File: src/rtl/core/tss_pkg.sv
// Shared types and constants for the timed step sequencer.
// Holds the channel payload structs, the function and result codes, and the
// control/status structs between the controller and the datapath.
package tss_pkg;

	localparam int STEP_W = 16;
	localparam int ID_W   = 8;
	localparam int TICK_W = STEP_W + 1;
	localparam int ENT_W  = STEP_W + ID_W;

	// function codes
	localparam logic [1:0] FN_INSERT = 2'd0;
	localparam logic [1:0] FN_START  = 2'd1;
	localparam logic [1:0] FN_TICK   = 2'd2;

	// result kinds
	localparam logic [2:0] K_INSERTED = 3'd0;
	localparam logic [2:0] K_FULL     = 3'd1;
	localparam logic [2:0] K_BUSY     = 3'd2;
	localparam logic [2:0] K_STARTED  = 3'd3;
	localparam logic [2:0] K_EMPTY    = 3'd4;
	localparam logic [2:0] K_FIRE     = 3'd5;
	localparam logic [2:0] K_DONE     = 3'd6;
	localparam logic [2:0] K_NOTHING  = 3'd7;

	typedef struct packed {
		logic [1:0]        func;
		logic [STEP_W-1:0] step;
		logic [ID_W-1:0]   action_id;
	} cmd_t;

	typedef struct packed {
		logic [2:0]        kind;
		logic [ID_W-1:0]   fired_id;
		logic [STEP_W-1:0] fired_step;
		logic              last;
	} res_t;

	// controller -> datapath
	typedef struct packed {
		logic       load;      // capture incoming transaction
		logic       emit;      // load the result register
		logic [2:0] kind;
		logic       fire;      // result fields come from the pending entry
		logic       last;
		logic       rd_ins;    // read port follows the insert index
		logic       idx_load;
		logic       idx_dec;
		logic       ram_we;
		logic       wr_new;    // write the new entry, else move the read entry up
		logic       count_inc;
		logic       start;
		logic       stop;
		logic       next_inc;
		logic       tick_inc;
		logic       pend_load;
		logic       pend_clr;
	} dp_ctl_t;

	// datapath -> controller
	typedef struct packed {
		logic [1:0] func;
		logic       running;
		logic       full;
		logic       empty;
		logic       ins_stop;
		logic       match;
		logic       next_end;
		logic       pend_v;
		logic       out_free;
	} dp_sts_t;

endpackage

File: src/rtl/core/tss_ram.sv
// Generic single write port, single read port RAM with registered read data.
// No dependencies.
module tss_ram #(
	parameter int WIDTH = 24,
	parameter int DEPTH = 16,
	parameter int AW    = 4
) (
	input  logic             clk,
	input  logic             we,
	input  logic [AW-1:0]    waddr,
	input  logic [WIDTH-1:0] wdata,
	input  logic [AW-1:0]    raddr,
	output logic [WIDTH-1:0] rdata
);

	logic [WIDTH-1:0] mem [DEPTH];

	always_ff @(posedge clk) begin
		if (we) begin
			mem[waddr] <= wdata;
		end
		rdata <= mem[raddr];
	end

endmodule

File: src/rtl/core/tss_datapath.sv
// Datapath of the timed step sequencer: entry table RAM, counters, pending
// fire entry and result register. Uses tss_pkg and tss_ram.
module tss_datapath #(
	parameter int DEPTH = 16
) (
	input  logic            clk,
	input  logic            arst_n,
	input  tss_pkg::cmd_t   cmd,
	input  tss_pkg::dp_ctl_t ctl,
	output tss_pkg::dp_sts_t sts,
	output tss_pkg::res_t   res,
	output logic            res_valid,
	input  logic            res_stall
);

	import tss_pkg::*;

	localparam int AW = (DEPTH > 1) ? $clog2(DEPTH) : 1;
	localparam int CW = $clog2(DEPTH + 1);

	cmd_t              in_q;
	logic [AW-1:0]     idx_q;
	logic [AW-1:0]     idx_d;
	logic [CW-1:0]     count_q;
	logic [CW-1:0]     next_q;
	logic [CW-1:0]     next_d;
	logic [TICK_W-1:0] tick_q;
	logic              running_q;
	logic              pend_v_q;
	logic [STEP_W-1:0] pend_step_q;
	logic [ID_W-1:0]   pend_id_q;
	res_t              res_q;
	logic              res_valid_q;

	logic [AW-1:0]     raddr;
	logic [ENT_W-1:0]  rdata;
	logic [ENT_W-1:0]  wdata;
	logic [STEP_W-1:0] rd_step;
	logic [ID_W-1:0]   rd_id;

	assign rd_step = rdata[ENT_W-1:ID_W];
	assign rd_id   = rdata[ID_W-1:0];

	always_comb begin
		if (ctl.idx_load) begin
			idx_d = count_q[AW-1:0];
		end else if (ctl.idx_dec) begin
			idx_d = idx_q - 1'b1;
		end else begin
			idx_d = idx_q;
		end
		if (ctl.start) begin
			next_d = '0;
		end else if (ctl.next_inc) begin
			next_d = next_q + 1'b1;
		end else begin
			next_d = next_q;
		end
	end

	// read address tracks next-cycle indexes so rdata is current when needed
	assign raddr = ctl.rd_ins ? idx_d - 1'b1 : next_d[AW-1:0];
	assign wdata = ctl.wr_new ? {in_q.step, in_q.action_id} : rdata;

	tss_ram #(
		.WIDTH(ENT_W),
		.DEPTH(DEPTH),
		.AW   (AW)
	) u_table (
		.clk  (clk),
		.we   (ctl.ram_we),
		.waddr(idx_q),
		.wdata(wdata),
		.raddr(raddr),
		.rdata(rdata)
	);

	always_comb begin
		sts.func     = in_q.func;
		sts.running  = running_q;
		sts.full     = (count_q == CW'(DEPTH));
		sts.empty    = (count_q == '0);
		sts.ins_stop = (idx_q == '0) || (rd_step <= in_q.step);
		sts.next_end = (next_q >= count_q);
		sts.match    = !sts.next_end && (tick_q == {1'b0, rd_step});
		sts.pend_v   = pend_v_q;
		sts.out_free = !res_valid_q || !res_stall;
	end

	always_ff @(posedge clk or negedge arst_n) begin
		if (!arst_n) begin
			count_q     <= '0;
			next_q      <= '0;
			tick_q      <= '0;
			running_q   <= 1'b0;
			pend_v_q    <= 1'b0;
			res_valid_q <= 1'b0;
		end else begin
			next_q <= next_d;
			if (ctl.count_inc) begin
				count_q <= count_q + 1'b1;
			end
			if (ctl.start) begin
				tick_q <= '0;
			end else if (ctl.tick_inc) begin
				tick_q <= tick_q + 1'b1;
			end
			if (ctl.start) begin
				running_q <= 1'b1;
			end else if (ctl.stop) begin
				running_q <= 1'b0;
			end
			if (ctl.pend_load) begin
				pend_v_q <= 1'b1;
			end else if (ctl.pend_clr) begin
				pend_v_q <= 1'b0;
			end
			if (ctl.emit) begin
				res_valid_q <= 1'b1;
			end else if (!res_stall) begin
				res_valid_q <= 1'b0;
			end
		end
	end

	always_ff @(posedge clk) begin
		if (ctl.load) begin
			in_q <= cmd;
		end
		idx_q <= idx_d;
		if (ctl.pend_load) begin
			pend_step_q <= rd_step;
			pend_id_q   <= rd_id;
		end
		if (ctl.emit) begin
			res_q.kind       <= ctl.kind;
			res_q.fired_id   <= ctl.fire ? pend_id_q : '0;
			res_q.fired_step <= ctl.fire ? pend_step_q : '0;
			res_q.last       <= ctl.last;
		end
	end

	assign res       = res_q;
	assign res_valid = res_valid_q;

endmodule

File: src/rtl/core/tss_ctrl.sv
// Controller state machine of the timed step sequencer.
// Uses tss_pkg; drives the datapath through dp_ctl_t and reads dp_sts_t.
module tss_ctrl (
	input  logic             clk,
	input  logic             arst_n,
	input  logic             cmd_valid,
	output logic             cmd_stall,
	input  tss_pkg::dp_sts_t sts,
	output tss_pkg::dp_ctl_t ctl
);

	import tss_pkg::*;

	localparam logic [2:0] S_IDLE = 3'd0;
	localparam logic [2:0] S_EXEC = 3'd1;
	localparam logic [2:0] S_INS  = 3'd2;
	localparam logic [2:0] S_FIRE = 3'd3;
	localparam logic [2:0] S_END  = 3'd4;

	logic [2:0] state_q;
	logic [2:0] state_d;

	assign cmd_stall = (state_q != S_IDLE);

	always_comb begin
		ctl     = '0;
		state_d = state_q;
		case (state_q)
			S_IDLE: begin
				if (cmd_valid) begin
					ctl.load = 1'b1;
					state_d  = S_EXEC;
				end
			end
			S_EXEC: begin
				ctl.rd_ins = (sts.func == FN_INSERT);
				case (sts.func)
					FN_INSERT: begin
						if (sts.running || sts.full) begin
							if (sts.out_free) begin
								ctl.emit = 1'b1;
								ctl.kind = sts.running ? K_BUSY : K_FULL;
								ctl.last = 1'b1;
								state_d  = S_IDLE;
							end
						end else begin
							ctl.idx_load = 1'b1;
							state_d      = S_INS;
						end
					end
					FN_START: begin
						if (sts.out_free) begin
							ctl.emit  = 1'b1;
							ctl.last  = 1'b1;
							ctl.kind  = sts.empty ? K_EMPTY : K_STARTED;
							ctl.start = !sts.empty;
							state_d   = S_IDLE;
						end
					end
					FN_TICK: begin
						if (sts.running) begin
							state_d = S_FIRE;
						end else if (sts.out_free) begin
							ctl.emit = 1'b1;
							ctl.kind = K_NOTHING;
							ctl.last = 1'b1;
							state_d  = S_IDLE;
						end
					end
					default: begin
						if (sts.out_free) begin
							ctl.emit = 1'b1;
							ctl.kind = K_NOTHING;
							ctl.last = 1'b1;
							state_d  = S_IDLE;
						end
					end
				endcase
			end
			S_INS: begin
				// walk down from the end, moving larger steps up one slot
				ctl.rd_ins = 1'b1;
				if (sts.ins_stop) begin
					if (sts.out_free) begin
						ctl.ram_we    = 1'b1;
						ctl.wr_new    = 1'b1;
						ctl.count_inc = 1'b1;
						ctl.emit      = 1'b1;
						ctl.kind      = K_INSERTED;
						ctl.last      = 1'b1;
						state_d       = S_IDLE;
					end
				end else begin
					ctl.ram_we  = 1'b1;
					ctl.idx_dec = 1'b1;
				end
			end
			S_FIRE: begin
				// a fired entry is held back one entry so its last flag is known
				if (sts.match) begin
					if (!sts.pend_v || sts.out_free) begin
						ctl.emit      = sts.pend_v;
						ctl.kind      = K_FIRE;
						ctl.fire      = 1'b1;
						ctl.pend_load = 1'b1;
						ctl.next_inc  = 1'b1;
					end
				end else begin
					state_d = S_END;
				end
			end
			S_END: begin
				if (sts.out_free) begin
					ctl.emit = 1'b1;
					if (sts.pend_v) begin
						ctl.kind     = K_FIRE;
						ctl.fire     = 1'b1;
						ctl.pend_clr = 1'b1;
						ctl.last     = !sts.next_end;
						if (!sts.next_end) begin
							ctl.tick_inc = 1'b1;
							state_d      = S_IDLE;
						end
					end else begin
						ctl.kind     = sts.next_end ? K_DONE : K_NOTHING;
						ctl.stop     = sts.next_end;
						ctl.last     = 1'b1;
						ctl.tick_inc = 1'b1;
						state_d      = S_IDLE;
					end
				end
			end
			default: begin
				state_d = S_IDLE;
			end
		endcase
	end

	always_ff @(posedge clk or negedge arst_n) begin
		if (!arst_n) begin
			state_q <= S_IDLE;
		end else begin
			state_q <= state_d;
		end
	end

endmodule

File: src/rtl/core/timed_step_sequencer.sv
// Timed step sequencer: a table of up to DEPTH (step, action) entries kept in
// step order, played back one tick at a time. One transaction is handled at a
// time. An accepted insert walks down from the end of the table, moving each
// entry with a higher step up one slot (fewer than DEPTH move), one RAM read
// and write per cycle. A tick while running reads the table once per fired
// entry, and a done result follows the last fire when it ends the table. A
// refused insert, a tick while idle, start and the other codes give a single
// result. A waiting result does not hold off the next transaction, but a new
// result waits for the result register to drain. The table has no reset;
// entries beyond the fill count may be read but their data is never used.
module timed_step_sequencer #(
	parameter int DEPTH = 16
) (
	input  logic          clk,
	input  logic          arst_n,
	input  logic          cmd_valid,
	output logic          cmd_stall,
	input  tss_pkg::cmd_t cmd,
	output logic          res_valid,
	input  logic          res_stall,
	output tss_pkg::res_t res
);

	import tss_pkg::*;

	dp_ctl_t ctl;
	dp_sts_t sts;

	tss_ctrl u_ctrl (
		.clk      (clk),
		.arst_n   (arst_n),
		.cmd_valid(cmd_valid),
		.cmd_stall(cmd_stall),
		.sts      (sts),
		.ctl      (ctl)
	);

	tss_datapath #(
		.DEPTH(DEPTH)
	) u_datapath (
		.clk      (clk),
		.arst_n   (arst_n),
		.cmd      (cmd),
		.ctl      (ctl),
		.sts      (sts),
		.res      (res),
		.res_valid(res_valid),
		.res_stall(res_stall)
	);

endmodule
File: config.mk
export PLATFORM = sky130hd
export DESIGN_NAME = timed_step_sequencer
export DESIGN_NICKNAME = d
export VERILOG_FILES = /design/src/rtl/core/tss_pkg.sv /design/src/rtl/core/tss_ram.sv /design/src/rtl/core/tss_datapath.sv /design/src/rtl/core/tss_ctrl.sv /design/src/rtl/core/timed_step_sequencer.sv
export SDC_FILE = /design/constraint.sdc
export NUM_CORES = 1
export LEC_CHECK = 0
export CAP_MARGIN = 10
export CORE_AREA = 2 2 215 259
export CTS_CLUSTER_SIZE = 10
export DETAILED_ROUTE_END_ITERATION = 8
export DIE_AREA = 0 0 217 261
export DONT_BUFFER_PORTS = 1
export GPL_ROUTABILITY_DRIVEN = 0
export PLACE_DENSITY_LB_ADDON = 0.15
export SYNTH_ARGS = -nofsm -noshare
export SYNTH_HDL_FRONTEND = slang
export SYNTH_SLANG_ARGS = --single-unit
File: constraint.sdc
create_clock -name clk -period 9.9 [get_ports clk]
set_clock_uncertainty 0.15 [all_clocks]
set_input_delay 0 -clock clk [delete_from_list [all_inputs] [get_ports clk]]
set_output_delay 0 -clock clk [all_outputs]
set_load 0.05 [all_outputs]
==> results of run 1 <==
-- metal layers --
metal	global-route usage, %	part of all wire [%]
met4	6.45	3.0
met1	24.7	43
met5	0	0
met2	32.4	50
met3	2.66	4.0
-- through the flow --
step                      setup WS [ns]  total power, mW  cell area, um2  hold WS [ns]  utilization [%]
after CTS                          4.11             7.80           24700         0.292             45.4
after global routing               3.70             8.10           24700         0.324             45.4
after floorplan                    5.60             5.05           21400        -0.446                -
after detailed placement           4.14             5.83           22400        -0.445             41.3
after global placement             4.23             5.80           22400        -0.445             41.3
final                              4.15             7.72           24700         0.298             45.4
-- power by group --
part	switching, mW	internal, mW	total, mW
clock	0.830	1.10	1.93
combinational	1.48	0.851	2.33
sequential	0.429	3.04	3.46
-- sequential cells by signal (all words and copies together) (netlist names) --
register,cells
u_datapath.u_table.mem,384
u_datapath.res,28
u_datapath.in_q,24
u_datapath.u_table.rdata,24
u_datapath.tick_q,17
u_datapath.pend_step_q,16
u_datapath.pend_id_q,8
u_datapath.count_q,5
u_datapath.next_q,5
u_datapath.idx_q,4
u_ctrl.state_q,3
u_datapath.sts,2
u_datapath.pend_v_q,1
u_datapath.res_valid,1
u_datapath.running_q,1
-- layout make-up --
type / instances / area [um2] / share of cell area, %
clock inverters: 3 / 47.5 / 0.193
inverters: 33 / 124 / 0.502
clock buffers: 95 / 1610 / 6.53
flip-flops and latches: 523 / 15300 / 61.8
multi-input cells: 746 / 5920 / 24.0
repair buffers: 86 / 826 / 3.34
well taps: 720 / 901 / 3.65
-- placed cells by master (no fill, tap or decap), drive strengths merged, types with 30 or more instances in the layout --
cell type,netlist,final
nor2,58,58
o22ai,41,41
a22oi,40,40
dlygate4sd3,0,57
inv,33,35
a31oi,37,37
edfxtp,462,462
nand2b,45,45
mux2,123,123
clkbuf,31,95
dfrtp,33,33
nand2,42,42
and2,34,34
o211ai,41,41
ha,30,30
mux2i,61,61
-- cells by family (layout without fill, tap and decap cells) --
group / Yosys count / count (layout) / share of synthesized area, %
muxes: 184 / 184 / 9.31
AOI/OAI and AO/OA: 231 / 231 / 7.46
xor gates and xnor gates: 40 / 40 / 1.63
adders and majority gates: 30 / 30 / 1.75
DFF: 523 / 523 / 71.2
buffers and inverters: 101 / 217 / 2.06
and+or+nand+nor: 261 / 261 / 6.64
-- critical path, cell delays in order, from the launching register on --
cell and delay [ns]:
dfxtp_1 0.41, ha_1 0.34, nand4_1 0.15, nor4_1 0.45, a21bo_2 0.29, a31oi_1 0.41
a32o_1 0.34, nor2_2 0.09, ha_1 0.30, nor2_1 0.14, a31o_4 0.52, buf_4 0.62
and2_2 0.27, buf_4 0.51, a22oi_1 0.19, a31oi_1 0.24, mux2_2 0.19
-- how the worst min path moves through the flow --
stage / slack (ns) / end / startpoint
after floorplan: -0.45 / u_ctrl.state_q[0] / arst_n
after global placement: -0.44 / u_datapath.next_q[4] / arst_n
after detailed placement: -0.44 / u_datapath.running_q / arst_n
after global routing: 0.32 / u_datapath.pend_id_q[7] / u_datapath.u_table.rdata[7]
after CTS: 0.29 / u_datapath.res_valid / res_stall
final: 0.30 / u_datapath.res_valid / res_stall
==> results by group, run 1 <==
Clocking
  • Post-CTS setup repair buffer count: 0
  • Root Buffer: clkbuf_16
  • Clock Latency Late Sink: 0.62 ns
  • CTS clk-pin slew, worst paths: 0.06 ns
  • CTS tree: done
  • Clock sinks: 523
  • Cts bufs inserted: 58
  • Post-CTS sizing: 0
  • Max clock buf depth: 3
  • Hold buffer count at CTS: 59
  • H-tree depth: 2

Timing
  • Fin Setup TNS: 0 ns
  • Final Hold Viols: 0
  • Setup-failing EPs final: 0
  • Actual slew at the worst max-slew pin: 1.09 ns
  • Max-slew headroom: 26.9%
  • Min Tclk post-route: 5.75 ns
  • Final worst path period share: 58.1%
  • Max-slew violation count: 0
  • RSZ-0062 raised after global routing: no
  • Max Freq: 0.174 GHz

Placed design
  • Post-detail-place hpwl: 29,400 um
  • Placed cells: 2,049
  • Port Buf Inserts: 0

Critical path
  • Cells on worst reg2reg path: 16
  • CP required: 10.31 ns
  • CP Capture Type: flop
  • Reg2Reg Setup Slack: 4.15 ns
  • Setup crit end: u_datapath.u_table.rdata[17]
  • Critical Path AT: 6.16 ns
  • Worst-path maximum fanout: 55
  • Crit. Startpoint: u_datapath.u_table.rdata[20]
  • CP Class: reg -> reg
  • RR Startpoint: u_datapath.u_table.rdata[20]
  • Crit start category: flop
  • RR Endpoint: u_datapath.u_table.rdata[17]

Floorplanning
  • Die height: 261 um
  • Initial Utilization: 39.5%
  • Core area: 54,300 um2
  • DIE AREA: 56,600 um2
  • Die X-Extent: 217 um
  • Top Ports: 60
  • Row count: 94

Routing
  • Number of remaining DRC errors: 0
  • Vias per Instance: 5.41
  • WL/cell: 24.0 um
  • Initial DRC Count: 892
  • Vias: 11,900
  • WL final: 53,000 um
  • DRT Pass-1 Iters: 4
  • ANT nets after route: 0

Yosys
  • Count of cell types in the netlist: 66
  • Synth area leader: edfxtp_1
  • Avg Cell Area, Syn: 15.7 um2
  • Syn_nets: 1,430
  • Top cells by count, synth: 462 x edfxtp_1, 121 x mux2_2, 61 x mux2i_1
  • Mapped Cells: 1,370
  • Synthesized area: 21,400 um2
  • Synth Register Bits: 523
  • Post-synth EDFFs: 462
  • Synthesis Warnings: 0
  • Seq/Total Area, Yosys: 71.2%
  • Ys async rst share: 6.31%
  • Synth top area share: 64.7%
  • Top post-synthesis cells by area: edfxtp_1 65%, mux2_2 6.4%, dfrtp_1 3.9%
  • Top-count cell post-synth: edfxtp_1
  • Synth Flop Type: edfxtp_1

Layout
  • Fin cells: 2,206
  • Share of cells above drive strength 1: 16.9%
  • Area growth from synthesis to layout: 15.1%
  • Layout fillers: 4,745
  • Final net count: 1,508
  • Diodes inserted: 0

GRT
  • Largest net degree at the start of global routing: 116
  • Initial antenna violation count: 1
  • GRT Total Usage: 18.9%
  • Vias in the first global route: 12,200
  • Gr ovfl total: 0
  • First-pass GRT wire length: 78,900 um

Worst hold path
  • Worst hold path class: in -> reg
  • Hold path depth: 3

Pwr
  • Peak VDD IR: 0.182 mV
  • Leak: 8.18 nW
  • Pwr Density: 313 nW/um2

Status
  • Outcome: completed

Flow run
  • Max cap viols: 0
Power figures use the tool's default switching activity.
==> inputs of run 2 (changes only) <==
==> constraint.sdc (replaced) <==
create_clock -name clk -period 5.6 [get_ports clk]
set_clock_uncertainty 0.15 [all_clocks]
set_input_delay 0 -clock clk [delete_from_list [all_inputs] [get_ports clk]]
set_output_delay 0 -clock clk [all_outputs]
set_load 0.05 [all_outputs]
==> results by group, run 2 (same netlist as run 1, synthesis figures left out) <==
Pwr
  • Clk pwr share: 25.0% (about the same)
  • Comb pwr share: 31.0% (+0.9 points)
  • Pwr Density: 556 nW/um2 (+78%)
  • Net Sw Power: 4.94 mW (+80%)
  • Leak: 8.32 nW (+1.7%)
  • Internal power: 8.94 mW (+79%)
  • Reg power frac: 44.0% (-0.9 points)
  • Design Power: 13.9 mW (+80%)
  • Switching Share: 35.6% (+0.15 points)
  • Peak VDD IR: 0.304 mV (+67%)

Clocking
  • Root Buffer: clkbuf_16
  • Post-CTS sizing: 0 (unchanged)
  • CTS tree: done
  • Max clock buf depth: 3 (unchanged)
  • Clock sinks: 523 (unchanged)
  • Cts bufs inserted: 58 (unchanged)
  • Clock Latency Late Sink: 0.62 ns (about the same)
  • H-tree depth: 2 (unchanged)
  • CTS clk-pin slew, worst paths: 0.06 ns (about the same)

Routing
  • Initial DRC Count: 857 (-3.9%)
  • Number of remaining DRC errors: 0 (unchanged)
  • WL/cell: 24.6 um (+2.5%)
  • Vias per Instance: 5.36 (-0.92%)
  • DRT Pass-1 Iters: 7 (+3)
  • Vias: 12,000 (+0.61%)
  • ANT nets after route: 0 (unchanged)
  • WL final: 55,200 um (+4.1%)

Timing
  • Setup-failing EPs final: 0 (unchanged)
  • Final worst path period share: 93.8% (+36 points)
  • Fin Setup TNS: 0 ns (unchanged)
  • Max-slew violation count: 0 (unchanged)
  • Max Freq: 0.190 GHz (+9.5%)
  • Worst hold slack: 0.271 ns (-0.0267 ns)
  • Actual slew at the worst max-slew pin: 1.10 ns (+0.00694 ns)
  • Min Tclk post-route: 5.25 ns (-0.500 ns)
  • Max-slew headroom: 26.6% (-0.29 points)
  • Final Hold Viols: 0 (unchanged)
  • RSZ-0062 raised after global routing: no

Layout
  • Final net count: 1,531 (+1.5%)
  • Seq. cell area: 15,300 um2 (unchanged)
  • Diodes inserted: 0 (unchanged)
  • Area growth from synthesis to layout: 16.3%
  • Area used by multi-input combinational logic: 5920 um2 (unchanged)
  • Layout fillers: 4,816 (+1.5%)
  • Most common cell after layout, fill and taps aside: edfxtp_1
  • Largest Register: u_datapath.u_table.mem
  • Max reg flops: 384 (unchanged)
  • Commonest cells after routing, fill and taps aside: 462 x edfxtp_1, 121 x mux2_2, 61 x mux2i_1, 58 x clkbuf_16, 57 x dlygate4sd3_1
  • Share of cells above drive strength 1: 18.0% (+1.1 points)

GRT
  • First-pass GRT wire length: 80,700 um (+2.4%)
  • Gr ovfl total: 0 (unchanged)
  • Initial antenna violation count: 1 (unchanged)
  • Largest net degree at the start of global routing: 47 (-59%)
  • GRT Total Usage: 19.6% (+0.67 points)
  • Vias in the first global route: 12,300 (+1.1%)

Critical path
  • Crit start category: flop
  • CP Class: reg -> reg
  • CP Capture Type: flop
  • Worst-path maximum fanout: 15 (-73%)
  • Critical Path AT: 5.59 ns (-0.57 ns)
  • CP required: 5.94 ns (-4.37 ns)
  • Reg2Reg Setup Slack: 0.35 ns (-3.80 ns)

Flow run
  • Max cap viols: 0 (unchanged)

Status
  • Outcome: completed

Floorplanning
  • Core area: 54,300 um2 (unchanged)
  • Initial Utilization: 39.5% (unchanged)
  • Die height: 261 um (unchanged)
  • Row count: 94 (unchanged)
  • DIE AREA: 56,600 um2 (unchanged)
  • Die X-Extent: 217 um (unchanged)
  • Top Ports: 60 (unchanged)

Placed design
  • Port Buf Inserts: 0 (unchanged)
  • Post-detail-place hpwl: 32,800 um (+12%)

Worst hold path
  • Worst hold path class: in -> reg
[run 2: cell types whose count changed in the layout (fill, tap and decap cells not counted)]
cell and change:
clkbuf_1 +11, clkbuf_16 -1, clkbuf_8 +2, inv_6 -1, buf_12 +4, buf_4 +19
[run 2: critical path: stages, from the launching register on]
cell and delay, ns:
dfxtp_1 0.42, ha_1 0.37, nand4_1 0.14, nor4_1 0.43, a21bo_2 0.28, and3_4 0.16, or3_1 0.34, o221ai_1 0.17
inv_1 0.09, ha_1 0.23, xor2_1 0.25, mux2i_1 0.12, a32o_1 0.23, a221o_2 0.35, or2_2 0.52, buf_4 0.31
o22ai_1 0.21, a31oi_1 0.06, mux2_2 0.28
[run 2: path summary, 6_finish.rpt]
| check | startpoint | to | cells past startpoint |
|---|---|---|---|
| setup / recovery | u_datapath.u_table.rdata[23] | u_datapath.u_table.rdata[18] | 18 |
| hold / removal | res_stall | u_datapath.res_valid | 3 |
| hold reg to reg | u_datapath.u_table.rdata[7] | u_datapath.pend_id_q[7] | 0 |
| setup reg to reg | u_datapath.u_table.rdata[23] | u_datapath.u_table.rdata[18] | 18 |
| min in group asynchronous | arst_n | u_datapath.tick_q[15] | 4 |
| max in group asynchronous | arst_n | u_datapath.next_q[4] | 4 |
[run 2: metrics by stage]
stage | instance area [um2] | utilization, % | std cells | setup slack [ns]
after CTS | 24900 | 45.9 | 2240 | 0.396
after floorplan | 21400 | - | 1370 | 1.30
after detailed placement | 22600 | 41.7 | 2072 | 0.424
after global placement | 22600 | 41.7 | 2072 | 0.556
after global routing | 24900 | 45.9 | 2240 | 0.0224
final | 24900 | 45.9 | 2240 | 0.348
[run 2: cell type report]
| class | count | area share (%) |
|---|---|---|
| timing repair buffer | 109 | 4.20 |
| multi-input combinational | 746 | 23.7 |
| clock inverter | 2 | 0.155 |
| sequential | 523 | 61.2 |
| tap | 720 | 3.61 |
| clock buffer | 107 | 6.63 |
| inverter | 33 | 0.496 |
[run 2: timing repair]
action | CTS | global route
hold endpoints to repair | 99 | 0
setup buffers | 0 | 0
hold buffers | 59 | 0
[run 2: power groups by stage]
stage / sequential (mW) / clock, mW / combinational, mW
floorplan: 5.98 / 0 / 2.95
global placement: 6.17 / 0 / 4.26
detailed placement: 6.18 / 0 / 4.29
CTS: 6.10 / 3.54 / 4.36
global route: 6.15 / 3.69 / 4.71
finish: 6.10 / 3.47 / 4.31
[run 2: per-layer routing]
metal / track usage [%] / up-vias / share of wire (%)
met5: 0 / - / 0
met4: 5.99 / 0 / 2.7
met3: 2.86 / 85 / 3.9
met2: 35.4 / 258 / 51
met1: 24.2 / 6146 / 42
li1: - / 5514 / -
==> inputs of run 3 (changes only) <==
==> constraint.sdc (replaced) <==
create_clock -name clk -period 6.6 [get_ports clk]
set_clock_uncertainty 0.15 [all_clocks]
set_input_delay 0 -clock clk [delete_from_list [all_inputs] [get_ports clk]]
set_output_delay 0 -clock clk [all_outputs]
set_load 0.05 [all_outputs]
==> results by group, run 3 (same netlist as run 1, synthesis figures left out) <==
Routing
  • Number of remaining DRC errors: 0 (unchanged)
  • Vias: 11,900 (-0.67%)
  • WL final: 55,000 um (-0.42%)
  • WL/cell: 24.8 um (+0.48%)
  • ANT nets after route: 0 (unchanged)
  • Vias per Instance: 5.37 (+0.22%)
  • Initial DRC Count: 861 (+0.47%)
  • DRT Pass-1 Iters: 7 (unchanged)

Layout
  • Area used by multi-input combinational logic: 5920 um2 (unchanged)
  • Commonest cells after routing, fill and taps aside: 462 x edfxtp_1, 121 x mux2_2, 61 x mux2i_1, 61 x clkbuf_16, 57 x dlygate4sd3_1
  • Largest Register: u_datapath.u_table.mem
  • Area growth from synthesis to layout: 15.7%
  • Layout fillers: 4,799 (-0.35%)
  • Seq. cell area: 15,300 um2 (unchanged)
  • Diodes inserted: 0 (unchanged)
  • Final net count: 1,516 (-0.98%)
  • Share of cells above drive strength 1: 17.3% (-0.69 points)
  • Max reg flops: 384 (unchanged)
  • Most common cell after layout, fill and taps aside: edfxtp_1

Clocking
  • Max clock buf depth: 3 (unchanged)
  • H-tree depth: 2 (unchanged)
  • Clock Latency Late Sink: 0.62 ns (about the same)
  • Hold buffer count at CTS: 59 (unchanged)
  • Root Buffer: clkbuf_16
  • Post-CTS sizing: 0 (unchanged)
  • Post-CTS setup repair buffer count: 0 (unchanged)
  • CTS tree: done
  • CTS clk-pin slew, worst paths: 0.06 ns (about the same)
  • Clock sinks: 523 (unchanged)
  • Cts bufs inserted: 59 (+1.7%)

Timing
  • Actual slew at the worst max-slew pin: 1.15 ns (+0.0535 ns)
  • Max-slew violation count: 0 (unchanged)
  • Final worst path period share: 82.8% (-11 points)
  • Setup-failing EPs final: 0 (unchanged)
  • RSZ-0062 raised after global routing: no
  • Max-slew headroom: 22.9% (-3.7 points)
  • Fin Setup TNS: 0 ns (unchanged)
  • Max Freq: 0.183 GHz (-3.9%)
  • Final Hold Viols: 0 (unchanged)
  • Min Tclk post-route: 5.46 ns (+0.212 ns)

Critical path
  • CP Capture Type: flop
  • CP Cell Sequence: ha_1, nand4_1, nor4_1, a21bo_2, a31oi_1, a32o_1, nor2_2, ha_1, xor2_1, mux2i_1, a32o_1, a221o_2, or2_2, buf_4, o22ai_1, a31oi_1, mux2_2
  • CP max stage delay: 0.49 ns (-0.03 ns)
  • Slowest-stage cell, CP: or2_2
  • CP delay by family, top: compound AO/OA/AOI/OAI gates
  • Crit start category: flop
  • CP required: 6.94 ns (+1.00 ns)
  • Critical Path AT: 5.80 ns (+0.21 ns)
  • Crit path buffers/inverters: 1 (-1)
  • Worst-path maximum fanout: 26 (+11)
  • CP Class: reg -> reg

Floorplanning
  • Die height: 261 um (unchanged)
  • Core area: 54,300 um2 (unchanged)
  • Top Ports: 60 (unchanged)
  • DIE AREA: 56,600 um2 (unchanged)
  • Row count: 94 (unchanged)
  • Die X-Extent: 217 um (unchanged)
  • Initial Utilization: 39.5% (unchanged)

GRT
  • First-pass GRT wire length: 81,600 um (+1.0%)
  • Gr ovfl total: 0 (unchanged)
  • Vias in the first global route: 12,400 (+0.14%)
  • Largest net degree at the start of global routing: 61 (+30%)
  • GRT Total Usage: 19.6% (-0.022 points)
  • Initial antenna violation count: 2 (+1)

Pwr
  • Net Sw Power: 4.16 mW (-16%)
  • Switching Share: 35.5% (-0.10 points)
  • Internal power: 7.57 mW (-15%)
  • Reg power frac: 44.4% (+0.4 points)
  • Leak: 8.25 nW (-0.86%)
  • Comb pwr share: 30.1% (-0.9 points)
  • Design Power: 11.7 mW (-15%)
  • Clk pwr share: 25.5% (+0.5 points)
  • Pwr Density: 473 nW/um2 (-15%)
  • Peak VDD IR: 0.259 mV (-15%)

Placed design
  • Port Buf Inserts: 0 (unchanged)
  • Post-detail-place hpwl: 32,100 um (-2.2%)

Status
  • Outcome: completed

Worst hold path
  • Worst hold path class: in -> reg

Flow run
  • Max cap viols: 0 (unchanged)
==> run 3: changes by cell type in the layout (fill, tap and decap cells not counted), sizes merged <==
cell,previous run,this run
clkbuf,107,103
buf,52,36
==> run 3: path summary, 6_finish.rpt <==
kind                                         startpoint                            to  slack, ns  cells past startpoint
setup / recovery           u_datapath.u_table.rdata[23]  u_datapath.u_table.rdata[18]       1.14                     17
hold / removal                                res_stall          u_datapath.res_valid       0.25                      3
setup reg to reg           u_datapath.u_table.rdata[23]  u_datapath.u_table.rdata[18]       1.14                     17
hold reg to reg             u_datapath.u_table.rdata[7]       u_datapath.pend_id_q[7]       0.31                      0
max in group asynchronous                        arst_n          u_datapath.next_q[0]       5.77                      4
min in group asynchronous                        arst_n         u_datapath.tick_q[16]       0.35                      4
==> run 3: per-layer routing <==
metal | routed length (um) | up-vias | track usage [%]
met4 | 1420 | 0 | 5.82
met3 | 1910 | 92 | 2.66
li1 | - | 5474 | -
met2 | 28400 | 235 | 35.6
met1 | 23200 | 6121 | 24.2
met5 | 0 | - | 0
==> run 3: power groups by stage <==
stage          combinational (mW)  sequential (mW)  clock (mW)
3_3_place_gp                 3.47             5.27           0
3_5_place_dp                 3.52             5.28           0
5_1_grt                      3.87             5.25        3.16
4_1_cts                      3.58             5.21        3.05
2_1_floorplan                2.50             5.07           0
6_report                     3.53             5.21        2.99
==> run 3: area by class of cell <==
cell class | instances | share of cell area, %
flip-flops and latches | 523 | 61.5
inverters | 33 | 0.499
clock buffers | 103 | 6.83
repair buffers | 93 | 3.49
clock inverters | 2 | 0.156
multi-input cells | 746 | 23.9
well taps | 720 | 3.63
==> run 3: through the flow <==
| step | util (%) | setup WS (ns) | std cells | hold WS, ns | area, um2 |
|---|---|---|---|---|---|
| floorplan | - | 2.30 | 1370 | -0.446 | 21400 |
| detailed placement | 41.3 | 1.16 | 2056 | -0.444 | 22500 |
| finish | 45.7 | 1.14 | 2220 | 0.252 | 24800 |
| CTS | 45.7 | 1.15 | 2220 | 0.235 | 24800 |
| global route | 45.7 | 0.817 | 2220 | 0.294 | 24800 |
| global placement | 41.3 | 1.42 | 2056 | -0.445 | 22500 |
==> run 3: worst register-to-register path, cell delays in order, from the launching register on <==
cell	delay, ns
dfxtp_1	0.40
ha_1	0.36
nand4_1	0.15
nor4_1	0.43
a21bo_2	0.28
a31oi_1	0.44
a32o_1	0.36
nor2_2	0.10
ha_1	0.24
xor2_1	0.25
mux2i_1	0.14
a32o_1	0.24
a221o_2	0.33
or2_2	0.49
buf_4	0.36
o22ai_1	0.26
a31oi_1	0.07
mux2_2	0.31
